`src/rtl/rbs_pkg.sv`:
```
package rbs_pkg;

	localparam int unsigned DATA_W    = 32;
	localparam int unsigned COUNT_W   = 5;
	localparam int unsigned CODE_W    = 3;
	localparam int unsigned CFG_IDX_W = 2;
	localparam int unsigned TAG_W_DEF = 32;

	// opcodes
	localparam logic [1:0] OP_TICK = 2'd0;
	localparam logic [1:0] OP_LOAD = 2'd1;
	localparam logic [1:0] OP_SEND = 2'd2;

	// send outcomes
	localparam logic [1:0] OUT_ACCEPTED  = 2'd0;
	localparam logic [1:0] OUT_DISCARD   = 2'd1;
	localparam logic [1:0] OUT_AUTH_ERR  = 2'd2;
	localparam logic [1:0] OUT_RETRYABLE = 2'd3;

	// update codes
	localparam logic [CODE_W-1:0] UPD_NONE      = 3'd0;
	localparam logic [CODE_W-1:0] UPD_IGNORED   = 3'd1;
	localparam logic [CODE_W-1:0] UPD_ACCEPTED  = 3'd2;
	localparam logic [CODE_W-1:0] UPD_DISCARDED = 3'd3;
	localparam logic [CODE_W-1:0] UPD_AUTH_ERR  = 3'd4;
	localparam logic [CODE_W-1:0] UPD_EXHAUSTED = 3'd5;
	localparam logic [CODE_W-1:0] UPD_RETRY     = 3'd6;

	// configuration register indexes
	localparam logic [CFG_IDX_W-1:0] CFG_INITIAL     = 2'd0;
	localparam logic [CFG_IDX_W-1:0] CFG_MAXIMUM     = 2'd1;
	localparam logic [CFG_IDX_W-1:0] CFG_RETRY_LIMIT = 2'd2;

	localparam logic [DATA_W-1:0]  INITIAL_RESET     = 32'd1000;
	localparam logic [DATA_W-1:0]  MAXIMUM_RESET     = 32'd300000;
	localparam logic [COUNT_W-1:0] RETRY_LIMIT_RESET = 5'd5;

	localparam int unsigned SRV_W = 17;
	localparam int unsigned SRV_MS_W = 27;
	localparam logic [DATA_W-1:0]   MAX_SERVER_DELAY_S = 32'(24 * 60 * 60);
	localparam logic [SRV_MS_W-1:0] MS_PER_S           = 27'd1000;

	// divide by five as multiply by ceil(2^34 / 5), then shift
	localparam int unsigned JITTER_DIVISOR = 5;
	localparam int unsigned RECIP_SHIFT    = 34;
	localparam int unsigned RECIP_W        = 33;
	localparam logic [RECIP_W-1:0] JITTER_RECIP =
		33'(((64'd1 << RECIP_SHIFT) / JITTER_DIVISOR) + 64'd1);

	typedef enum logic [3:0] {
		ST_IDLE,
		ST_EVAL,
		ST_BASE,
		ST_MUL,
		ST_JLIM,
		ST_DSTART,
		ST_DIV,
		ST_SUM,
		ST_FIN,
		ST_OUT
	} state_t;

	typedef struct packed {
		logic capture;
		logic eval;
		logic base;
		logic mul;
		logic jlim;
		logic dstart;
		logic sum;
		logic fin;
		logic load_out;
	} cmd_t;

	typedef struct packed {
		logic retry;
		logic jlim_zero;
		logic div_done;
		logic out_free;
	} status_t;

endpackage

```
`src/rtl/retry_backoff_scheduler_top.sv`:
```
// Retry backoff scheduler: tracks one pending message and its next attempt time.
// Input channel (in_valid / in_stall): one beat per opcode (tick, load, send result)
// with now, msg_tag, outcome, server_delay_s and random_word.
// Output channel (out_valid / out_stall): exactly one result beat per input beat,
// in order: update_code, has_message, attempt_due, retries_done, next_attempt_at.
// Config channel (cfg_valid / cfg_ready, cfg_index, cfg_data): index 0 initial
// interval, 1 maximum interval, 2 retry limit; cfg_ready is always high. Write only
// while no beat is in flight.
// Sequence: tick, load and non-retry send results go from capture to the evaluate
// state and then the output state. A scheduled retry passes base, multiply, jitter
// limit, divider start, sum and finish states between evaluate and output; a non-zero
// jitter limit adds a serial 32-bit modulo (one bit a cycle, then done) before sum.
// One beat is worked on at a time; in_stall is high from accept until its result
// is moved into the output register. The next beat is taken while that result
// still waits, so a stalled receiver holds back at most the following result.
// Reset clears the pending message and loads the register defaults (1000 ms,
// 300000 ms, 5 retries); out_valid goes low.
module retry_backoff_scheduler_top #(
	parameter int unsigned TAG_WIDTH = rbs_pkg::TAG_W_DEF
) (
	input  logic                              clk,
	input  logic                              arst_n,
	input  logic                              in_valid,
	output logic                              in_stall,
	input  logic [1:0]                        opcode,
	input  logic [rbs_pkg::DATA_W-1:0]        now,
	input  logic [rbs_pkg::DATA_W-1:0]        msg_tag,
	input  logic [1:0]                        outcome,
	input  logic [rbs_pkg::DATA_W-1:0]        server_delay_s,
	input  logic [rbs_pkg::DATA_W-1:0]        random_word,
	output logic                              out_valid,
	input  logic                              out_stall,
	output logic [rbs_pkg::CODE_W-1:0]        update_code,
	output logic                              has_message,
	output logic                              attempt_due,
	output logic [rbs_pkg::COUNT_W-1:0]       retries_done,
	output logic [rbs_pkg::DATA_W-1:0]        next_attempt_at,
	input  logic                              cfg_valid,
	output logic                              cfg_ready,
	input  logic [rbs_pkg::CFG_IDX_W-1:0]     cfg_index,
	input  logic [rbs_pkg::DATA_W-1:0]        cfg_data
);

	rbs_pkg::cmd_t    cmd;
	rbs_pkg::status_t status;

	assign cfg_ready = 1'b1;

	rbs_ctrl u_ctrl (
		.clk      (clk),
		.arst_n   (arst_n),
		.in_valid (in_valid),
		.in_stall (in_stall),
		.status   (status),
		.cmd      (cmd)
	);

	rbs_datapath #(
		.TAG_WIDTH (TAG_WIDTH)
	) u_dp (
		.clk             (clk),
		.arst_n          (arst_n),
		.cmd             (cmd),
		.status          (status),
		.cfg_write       (cfg_valid && cfg_ready),
		.cfg_index       (cfg_index),
		.cfg_data        (cfg_data),
		.opcode          (opcode),
		.now             (now),
		.msg_tag         (msg_tag),
		.outcome         (outcome),
		.server_delay_s  (server_delay_s),
		.random_word     (random_word),
		.out_stall       (out_stall),
		.out_valid       (out_valid),
		.update_code     (update_code),
		.has_message     (has_message),
		.attempt_due     (attempt_due),
		.retries_done    (retries_done),
		.next_attempt_at (next_attempt_at)
	);

endmodule

```
`src/rtl/rbs_divider.sv`:
```
module rbs_divider (
	input  logic                          clk,
	input  logic                          arst_n,
	input  logic                          start,
	input  logic [rbs_pkg::DATA_W-1:0]    dividend,
	input  logic [rbs_pkg::DATA_W-1:0]    divisor,
	output logic                          done,
	output logic [rbs_pkg::DATA_W-1:0]    remainder
);

	localparam int unsigned W     = rbs_pkg::DATA_W;
	localparam int unsigned CNT_W = $clog2(W);

	logic [W-1:0]     rem_q;
	logic [W-1:0]     quo_q;
	logic [W-1:0]     div_q;
	logic [CNT_W-1:0] cnt_q;
	logic             busy_q;
	logic             done_q;
	logic [W:0]       shifted;
	logic [W:0]       trial;
	logic             fits;

	// restoring division, one quotient bit a cycle
	assign shifted = {rem_q, quo_q[W-1]};
	assign fits    = shifted >= {1'b0, div_q};
	assign trial   = shifted - {1'b0, div_q};

	always_ff @(posedge clk or negedge arst_n) begin
		if (!arst_n) begin
			busy_q <= 1'b0;
			done_q <= 1'b0;
			cnt_q  <= '0;
		end else if (start) begin
			busy_q <= 1'b1;
			done_q <= 1'b0;
			cnt_q  <= CNT_W'(W - 1);
		end else if (busy_q) begin
			if (cnt_q == '0) begin
				busy_q <= 1'b0;
				done_q <= 1'b1;
			end else begin
				cnt_q <= cnt_q - 1'b1;
			end
		end else begin
			done_q <= 1'b0;
		end
	end

	always_ff @(posedge clk) begin
		if (start) begin
			rem_q <= '0;
			quo_q <= dividend;
			div_q <= divisor;
		end else if (busy_q) begin
			rem_q <= fits ? trial[W-1:0] : shifted[W-1:0];
			quo_q <= {quo_q[W-2:0], fits};
		end
	end

	assign done      = done_q;
	assign remainder = rem_q;

endmodule

```
`src/rtl/rbs_datapath.sv`:
```
module rbs_datapath #(
	parameter int unsigned TAG_WIDTH = rbs_pkg::TAG_W_DEF
) (
	input  logic                              clk,
	input  logic                              arst_n,
	input  rbs_pkg::cmd_t                     cmd,
	output rbs_pkg::status_t                  status,
	input  logic                              cfg_write,
	input  logic [rbs_pkg::CFG_IDX_W-1:0]     cfg_index,
	input  logic [rbs_pkg::DATA_W-1:0]        cfg_data,
	input  logic [1:0]                        opcode,
	input  logic [rbs_pkg::DATA_W-1:0]        now,
	input  logic [rbs_pkg::DATA_W-1:0]        msg_tag,
	input  logic [1:0]                        outcome,
	input  logic [rbs_pkg::DATA_W-1:0]        server_delay_s,
	input  logic [rbs_pkg::DATA_W-1:0]        random_word,
	input  logic                              out_stall,
	output logic                              out_valid,
	output logic [rbs_pkg::CODE_W-1:0]        update_code,
	output logic                              has_message,
	output logic                              attempt_due,
	output logic [rbs_pkg::COUNT_W-1:0]       retries_done,
	output logic [rbs_pkg::DATA_W-1:0]        next_attempt_at
);

	localparam int unsigned DW = rbs_pkg::DATA_W;
	localparam int unsigned CW = rbs_pkg::COUNT_W;
	// only the low TAG_WIDTH bits of a tag are kept and compared
	localparam int unsigned SW = (TAG_WIDTH < DW) ? TAG_WIDTH : DW;
	localparam int unsigned PW = DW + rbs_pkg::RECIP_W;

	// configuration
	logic [DW-1:0] initial_q;
	logic [DW-1:0] maximum_q;
	logic [CW-1:0] limit_q;

	// captured item
	logic [1:0]    op_q;
	logic [DW-1:0] now_q;
	logic [SW-1:0] tag_in_q;
	logic [1:0]    outcome_q;
	logic [DW-1:0] delay_q;
	logic [DW-1:0] rnd_q;

	// pending message
	logic          valid_q;
	logic [SW-1:0] tag_q;
	logic [CW-1:0] cnt_q;
	logic [DW-1:0] next_q;

	// working registers
	logic [rbs_pkg::CODE_W-1:0] code_q;
	logic [DW-1:0] base_q;
	logic [DW-1:0] quot5_q;
	logic [DW-1:0] jlim_q;
	logic [DW-1:0] calc_q;
	logic [DW-1:0] srv_q;

	logic                 out_valid_q;
	logic [rbs_pkg::CODE_W-1:0] out_code_q;
	logic                 out_has_q;
	logic                 out_due_q;
	logic [CW-1:0]        out_cnt_q;
	logic [DW-1:0]        out_next_q;

	logic                          match;
	logic [2*DW-1:0]               shifted;
	logic [DW-1:0]                 prod_sat;
	logic [DW-1:0]                 base_next;
	logic [PW-1:0]                 recip_prod;
	logic [DW-1:0]                 room;
	logic [DW-1:0]                 div_rem;
	logic                          div_done;
	logic [DW-1:0]                 jitter;
	logic [rbs_pkg::SRV_W-1:0]     delay_clamp;
	logic [rbs_pkg::SRV_MS_W-1:0]  srv_ms;
	logic [DW-1:0]                 interval;
	logic [DW-1:0]                 since_due;
	logic                          out_take;

	assign match = valid_q && (tag_in_q == tag_q);

	assign status.retry = (op_q == rbs_pkg::OP_SEND) && match
		&& (outcome_q == rbs_pkg::OUT_RETRYABLE) && (cnt_q < limit_q);
	assign status.jlim_zero = (jlim_q == '0);
	assign status.div_done  = div_done;
	assign status.out_free  = !out_valid_q || !out_stall;

	// base interval: initial << retries, saturated, then capped
	assign shifted    = {{DW{1'b0}}, initial_q} << cnt_q;
	assign prod_sat   = (|shifted[2*DW-1:DW]) ? {DW{1'b1}} : shifted[DW-1:0];
	assign base_next  = (prod_sat < maximum_q) ? prod_sat : maximum_q;

	assign recip_prod = {{rbs_pkg::RECIP_W{1'b0}}, base_q}
		* {{DW{1'b0}}, rbs_pkg::JITTER_RECIP};
	assign room       = maximum_q - base_q;
	assign jitter     = status.jlim_zero ? '0 : div_rem;

	assign delay_clamp = (delay_q < rbs_pkg::MAX_SERVER_DELAY_S)
		? delay_q[rbs_pkg::SRV_W-1:0] : rbs_pkg::MAX_SERVER_DELAY_S[rbs_pkg::SRV_W-1:0];
	assign srv_ms   = rbs_pkg::SRV_MS_W'(delay_clamp) * rbs_pkg::MS_PER_S;
	assign interval = (calc_q > srv_q) ? calc_q : srv_q;

	assign since_due = now_q - next_q;
	assign out_take  = out_valid_q && !out_stall;

	rbs_divider u_div (
		.clk       (clk),
		.arst_n    (arst_n),
		.start     (cmd.dstart && !status.jlim_zero),
		.dividend  (rnd_q),
		.divisor   (jlim_q + 1'b1),
		.done      (div_done),
		.remainder (div_rem)
	);

	always_ff @(posedge clk or negedge arst_n) begin
		if (!arst_n) begin
			initial_q <= rbs_pkg::INITIAL_RESET;
			maximum_q <= rbs_pkg::MAXIMUM_RESET;
			limit_q   <= rbs_pkg::RETRY_LIMIT_RESET;
		end else if (cfg_write) begin
			unique case (cfg_index)
				rbs_pkg::CFG_INITIAL:     initial_q <= cfg_data;
				rbs_pkg::CFG_MAXIMUM:     maximum_q <= cfg_data;
				rbs_pkg::CFG_RETRY_LIMIT: limit_q   <= cfg_data[CW-1:0];
				default: ;
			endcase
		end
	end

	always_ff @(posedge clk) begin
		if (cmd.capture) begin
			op_q      <= opcode;
			now_q     <= now;
			tag_in_q  <= msg_tag[SW-1:0];
			outcome_q <= outcome;
			delay_q   <= server_delay_s;
			rnd_q     <= random_word;
		end
	end

	always_ff @(posedge clk or negedge arst_n) begin
		if (!arst_n) begin
			valid_q <= 1'b0;
			tag_q   <= '0;
			cnt_q   <= '0;
			next_q  <= '0;
			code_q  <= rbs_pkg::UPD_NONE;
		end else if (cmd.eval) begin
			if (op_q == rbs_pkg::OP_LOAD) begin
				valid_q <= 1'b1;
				tag_q   <= tag_in_q;
				cnt_q   <= '0;
				next_q  <= now_q;
				code_q  <= rbs_pkg::UPD_NONE;
			end else if (op_q == rbs_pkg::OP_SEND) begin
				if (!match) begin
					code_q <= rbs_pkg::UPD_IGNORED;
				end else begin
					unique case (outcome_q)
						rbs_pkg::OUT_ACCEPTED: begin
							valid_q <= 1'b0;
							code_q  <= rbs_pkg::UPD_ACCEPTED;
						end
						rbs_pkg::OUT_DISCARD: begin
							valid_q <= 1'b0;
							code_q  <= rbs_pkg::UPD_DISCARDED;
						end
						rbs_pkg::OUT_AUTH_ERR: begin
							valid_q <= 1'b0;
							code_q  <= rbs_pkg::UPD_AUTH_ERR;
						end
						default: begin
							if (cnt_q >= limit_q) begin
								valid_q <= 1'b0;
								code_q  <= rbs_pkg::UPD_EXHAUSTED;
							end else begin
								code_q <= rbs_pkg::UPD_RETRY;
							end
						end
					endcase
				end
			end else begin
				code_q <= rbs_pkg::UPD_NONE;
			end
		end else if (cmd.base) begin
			cnt_q <= cnt_q + 1'b1;
		end else if (cmd.fin) begin
			next_q <= now_q + interval;
		end
	end

	always_ff @(posedge clk) begin
		if (cmd.base)
			base_q <= base_next;
		if (cmd.mul)
			quot5_q <= DW'(recip_prod[PW-1:rbs_pkg::RECIP_SHIFT]);
		if (cmd.jlim)
			jlim_q <= (room < quot5_q) ? room : quot5_q;
		if (cmd.sum) begin
			calc_q <= base_q + jitter;
			srv_q  <= DW'(srv_ms);
		end
	end

	always_ff @(posedge clk or negedge arst_n) begin
		if (!arst_n)
			out_valid_q <= 1'b0;
		else if (cmd.load_out)
			out_valid_q <= 1'b1;
		else if (out_take)
			out_valid_q <= 1'b0;
	end

	always_ff @(posedge clk) begin
		if (cmd.load_out) begin
			out_code_q <= code_q;
			out_has_q  <= valid_q;
			out_due_q  <= valid_q && !since_due[DW-1];
			out_cnt_q  <= valid_q ? cnt_q : '0;
			out_next_q <= valid_q ? next_q : '0;
		end
	end

	assign out_valid       = out_valid_q;
	assign update_code     = out_code_q;
	assign has_message     = out_has_q;
	assign attempt_due     = out_due_q;
	assign retries_done    = out_cnt_q;
	assign next_attempt_at = out_next_q;

endmodule

```
`src/rtl/rbs_ctrl.sv`:
```
module rbs_ctrl (
	input  logic             clk,
	input  logic             arst_n,
	input  logic             in_valid,
	output logic             in_stall,
	input  rbs_pkg::status_t status,
	output rbs_pkg::cmd_t    cmd
);

	rbs_pkg::state_t state_q;
	rbs_pkg::state_t state_next;

	always_ff @(posedge clk or negedge arst_n) begin
		if (!arst_n)
			state_q <= rbs_pkg::ST_IDLE;
		else
			state_q <= state_next;
	end

	always_comb begin
		state_next = state_q;
		cmd        = '0;
		in_stall   = 1'b1;
		unique case (state_q)
			rbs_pkg::ST_IDLE: begin
				in_stall = 1'b0;
				if (in_valid) begin
					cmd.capture = 1'b1;
					state_next  = rbs_pkg::ST_EVAL;
				end
			end
			rbs_pkg::ST_EVAL: begin
				cmd.eval   = 1'b1;
				state_next = status.retry ? rbs_pkg::ST_BASE : rbs_pkg::ST_OUT;
			end
			rbs_pkg::ST_BASE: begin
				cmd.base   = 1'b1;
				state_next = rbs_pkg::ST_MUL;
			end
			rbs_pkg::ST_MUL: begin
				cmd.mul    = 1'b1;
				state_next = rbs_pkg::ST_JLIM;
			end
			rbs_pkg::ST_JLIM: begin
				cmd.jlim   = 1'b1;
				state_next = rbs_pkg::ST_DSTART;
			end
			rbs_pkg::ST_DSTART: begin
				// a zero jitter limit skips the modulo
				cmd.dstart = 1'b1;
				state_next = status.jlim_zero ? rbs_pkg::ST_SUM : rbs_pkg::ST_DIV;
			end
			rbs_pkg::ST_DIV: begin
				if (status.div_done)
					state_next = rbs_pkg::ST_SUM;
			end
			rbs_pkg::ST_SUM: begin
				cmd.sum    = 1'b1;
				state_next = rbs_pkg::ST_FIN;
			end
			rbs_pkg::ST_FIN: begin
				cmd.fin    = 1'b1;
				state_next = rbs_pkg::ST_OUT;
			end
			rbs_pkg::ST_OUT: begin
				if (status.out_free) begin
					cmd.load_out = 1'b1;
					state_next   = rbs_pkg::ST_IDLE;
				end
			end
			default: state_next = rbs_pkg::ST_IDLE;
		endcase
	end

endmodule

```
`config.mk`:
```
export PLATFORM = sky130hd
export DESIGN_NAME = retry_backoff_scheduler_top
export DESIGN_NICKNAME = d
export VERILOG_FILES = /design/src/rtl/rbs_pkg.sv /design/src/rtl/retry_backoff_scheduler_top.sv /design/src/rtl/rbs_divider.sv /design/src/rtl/rbs_datapath.sv /design/src/rtl/rbs_ctrl.sv
export SDC_FILE = /design/constraint.sdc
export NUM_CORES = 2
export LEC_CHECK = 0
export BUFFER_PORTS_ARGS = -buffer_cell sky130_fd_sc_hd__buf_2
export CORE_ASPECT_RATIO = 0.6
export CORE_MARGIN = 5
export CORE_UTILIZATION = 35
export DETAILED_ROUTE_END_ITERATION = 12
export GPL_TIMING_DRIVEN = 0
export HOLD_SLACK_MARGIN = 0.05
export SLEW_MARGIN = 25
export SYNTH_ARGS = -nofsm -noshare
export SYNTH_HDL_FRONTEND = slang
export SYNTH_SLANG_ARGS = --single-unit
```
`constraint.sdc`:
```
create_clock -name clk -period 17.4 [get_ports clk]
set_input_delay 3.48 -clock clk [delete_from_list [all_inputs] [get_ports clk]]
set_output_delay 3.48 -clock clk [all_outputs]
set_load 0.05 [all_outputs]
```
==> results.sh <==
export IMPL_detail_route_vias_per_cell=5.255
export IMPL_max_cap_violations=0
export IMPL_timing_max_transition_violations_final=0
export IMPL_die_height_um=309.5
export IMPL_grt_busiest_layer="met1"
export IMPL_cts_clk_slew_worst_paths_ps=80
export IMPL_cts_bufs_inserted=52
export IMPL_status="complete, no violations"
export IMPL_totalWireLength_um=165200
export IMPL_initialDrtViolationCount=3829
export IMPL_ctsHtreeMaxLevel=2
export IMPL_route_antenna_remaining_nets=0
export IMPL_seq_power_share=0.418
export IMPL_synthMuxAreaShare=0.05628
export IMPL_cts_repair_timing_setup_buffer_count=0
export IMPL_startpoint_type_of_the_worst_setup_path="register"
export IMPL_synth_cell_area_mm2=0.05232
export IMPL_cts_hold_buffers=0
export IMPL_final_hold_violations=0
export IMPL_hold_path_depth=0
export IMPL_yosysTopAreaCell="edfxtp_1"
export IMPL_async_flop_share=0.2683
export IMPL_gr_usage_all_layers=0.2065
export IMPL_power_share_clock=0.285
export IMPL_die_width_um=509.1
export IMPL_synth_enable_flop_cells=388
export IMPL_synth_top_family_by_area="adder cells"
export IMPL_final_nets=6529
export IMPL_placed_cells=7201
export IMPL_fraction_of_the_mapped_netlist_area_in_adder_cells=0.3278
export IMPL_synth_compound_area_frac=0.1019
export IMPL_cts_repair_resized=0
export IMPL_yosysTopAreaCellShare=0.2227
export IMPL_drive_gt1_frac=0.1117
export IMPL_grt_antenna_before_repair=18
export IMPL_rsz0062_at_grt="false"
export IMPL_synth_xor_area_share=0.04570
export IMPL_intPower_mw=2.925
export IMPL_area_growth_synth_to_final_pct=11.19
export IMPL_design_area_mm2=0.05817
export IMPL_layout_cells_non_filler=7307
export IMPL_critical_path_max_stage_delay_ps=760
export IMPL_worst_slew_pin_slew_ps=999.1
export IMPL_overflow=0
export IMPL_design_portCount=216
export IMPL_clk_insertion_delay_late_ps=650
export IMPL_post_route_drc_count=0
export IMPL_placement_cell_area_mm2=0.05628
export IMPL_crit_path_max_fanout=8
export IMPL_fp_dieArea_mm2=0.1576
export IMPL_setup_violations_final=0
export IMPL_wire_length_of_the_first_global_routing_pass_um=244100
export IMPL_dr_total_vias=38400
export IMPL_power_density_mw_per_mm2=77.22
export IMPL_timing_max_slew_rel_slack=0.3246
export IMPL_clock_sinks=574
export IMPL_layout_worst_path_cycle_share=0.5355
export IMPL_tritoncts="yes"
export IMPL_rows=109
export IMPL_critPathCaptureType="register"
export IMPL_power_switching_mw=1.567
export IMPL_leakagePower_nw=26.90
export IMPL_timing_critical_path_mode_cell="fa_1"
export IMPL_swShare=0.3488
export IMPL_grtUsageMet3=0.09540
export IMPL_timing_critical_path_slowest_stage_cell="edfxtp_1"
export IMPL_port_buffers=214
export IMPL_global_route_usage_met2=0.2403
export IMPL_clock_tree_root_cell="clkbuf_16"
export IMPL_ys_warn_count=0
export IMPL_grt_util_met1=0.3382
export IMPL_wl_per_cell_um=22.61
export IMPL_post_synth_and_or_nand_nor_area_fraction=0.08730
export IMPL_setup_tns_ps=0
export IMPL_crit_arrival_ps=9720
export IMPL_fin_skew_ps=59.43
export IMPL_pin_count_of_the_biggest_net_entering_global_routing=80
export IMPL_yosys_cell_types_count=78
export IMPL_achievable_frequency_mhz=107.3
export IMPL_irDropWorstVdd_mv=0.09466
export IMPL_first_global_vias=37380
export IMPL_synth_top_cells_by_area="edfxtp_1, fa_1, ha_1"
export IMPL_synth_ff_type="edfxtp_1"
export IMPL_worst_r2r_cell_count=25
export IMPL_syn_avg_cell_area_um2=10.53
export IMPL_routabilityCongestion=0.9874
export IMPL_drtPass1Iterations=8
export IMPL_criticalPathCategory="reg -> reg"
export IMPL_min_delay_path_class="reg -> reg"
export IMPL_final_critical_delay_including_setup_and_external_delays_ps=9318
export IMPL_combinationalPowerShare=0.297
export IMPL_cts_path_max_buffers=3
export IMPL_cp_data_required_time_ps=17810
export IMPL_ys_ff_latch=574
export IMPL_detailed_place_hpwl_um=137400
export IMPL_core_region_area_mm2=0.1478
export IMPL_floorplan_initialDensity=0.3539
export IMPL_syn_inst=4967
export IMPL_ys_seq_area_frac=0.3090
-- cells by family after synthesis --
family / Yosys count
fa+ha+maj: 1101
flops: 574
mux: 252
buf+inv: 989
compound gates: 846
other cells: 2
simple gates: 930
xor+xnor: 273
-- per-layer routing --
layer	vias to the layer above	routed length, um
li1	17540	-
met1	19030	83650
met3	145	23340
met4	6	2086
met5	-	38
met2	1674	56110
-- metrics by stage --
| stage | setup slack, ps | power (mW) | hold WS, ps | utilization |
|---|---|---|---|---|
| floorplan | 10150 | 2.756 | 424.8 | - |
| global placement | 7151 | 3.172 | 449.1 | 0.3781 |
| detailed placement | 8379 | 3.201 | 461.5 | 0.3807 |
| CTS | 8261 | 4.491 | 481.0 | 0.3933 |
| global route | 7928 | 4.713 | 497.7 | 0.3934 |
| finish | 8082 | 4.492 | 476.0 | 0.3935 |
-- final timing paths --
check | from | end | slack [ps]
min in group asynchronous | arst_n | u_dp.tag_q[11]$_DFFE_PN0P_ | 2830
max | u_dp.base_q[10]$_DFFE_PP_ | u_dp.quot5_q[25]$_DFFE_PP_ | 8080
max in group asynchronous | arst_n | u_dp.u_div.cnt_q[3]$_DFFE_PN0P_ | 13680
max reg2reg | u_dp.base_q[10]$_DFFE_PP_ | u_dp.quot5_q[25]$_DFFE_PP_ | 8080
min | u_dp.code_q[1]$_DFFE_PN0P_ | u_dp.update_code[1]$_DFFE_PP_ | 480
min reg2reg | u_dp.code_q[1]$_DFFE_PN0P_ | u_dp.update_code[1]$_DFFE_PP_ | 480
-- power by group through the flow --
stage	combinational, mW	clock, mW	sequential, mW
after floorplan	0.805	0	1.95
after global placement	1.25	0	1.92
after detailed placement	1.30	0	1.90
final	1.33	1.28	1.88
after global routing	1.45	1.36	1.90
after CTS	1.32	1.30	1.87
-- cells in the final DEF, fill, tap and decap left out, types with 60 or more instances in the layout --
cell type and n:
clkbuf_1 98, o21ai_0 199, a21o_1 128, fa_1 449, ha_1 652, edfxtp_1 388
nand3_1 60, mux2_2 197, nor2_1 170, nand2_1 304, inv_1 869, xnor2_1 152
nor2b_1 62, a21oi_1 252, buf_2 217, xor2_1 121, dfrtp_1 138
-- synthesized netlist by cell type (all sizes together) (60+ instances only) --
cell,instances
nand3,60
o21ai,201
nor2b,62
ha,652
xnor2,152
xor2,121
dfrtp,138
a21oi,253
mux2,207
inv,870
nand2,304
nor3,61
a21o,128
fa,449
edfxtp,388
nor2,171
clkbuf,94
-- worst max-delay path: cells and delay by family, from the launching register on --
family / cells / cell delay [ps]
xor gates and xnor gates: 2 / 390
DFF: 1 / 760
and+or+nand+nor: 4 / 670
AOI/OAI and AO/OA: 7 / 2330
adders and majority gates: 9 / 4300
buffers and inverters: 3 / 590
-- cell type report --
| type | instances | area [um^2] |
|---|---|---|
| fillers | 14590 | 89670 |
| multi-input cells | 3405 | 32450 |
| flip-flops and latches | 574 | 16170 |
| inverters | 871 | 3269 |
| well taps | 1998 | 2500 |
| clock buffers | 66 | 1511 |
| repair buffers | 235 | 1409 |
| plain buffers | 118 | 496.7 |
| clock inverters | 31 | 346.6 |
| diodes | 9 | 22.52 |
No activity file was read; power rests on OpenSTA's default activity.
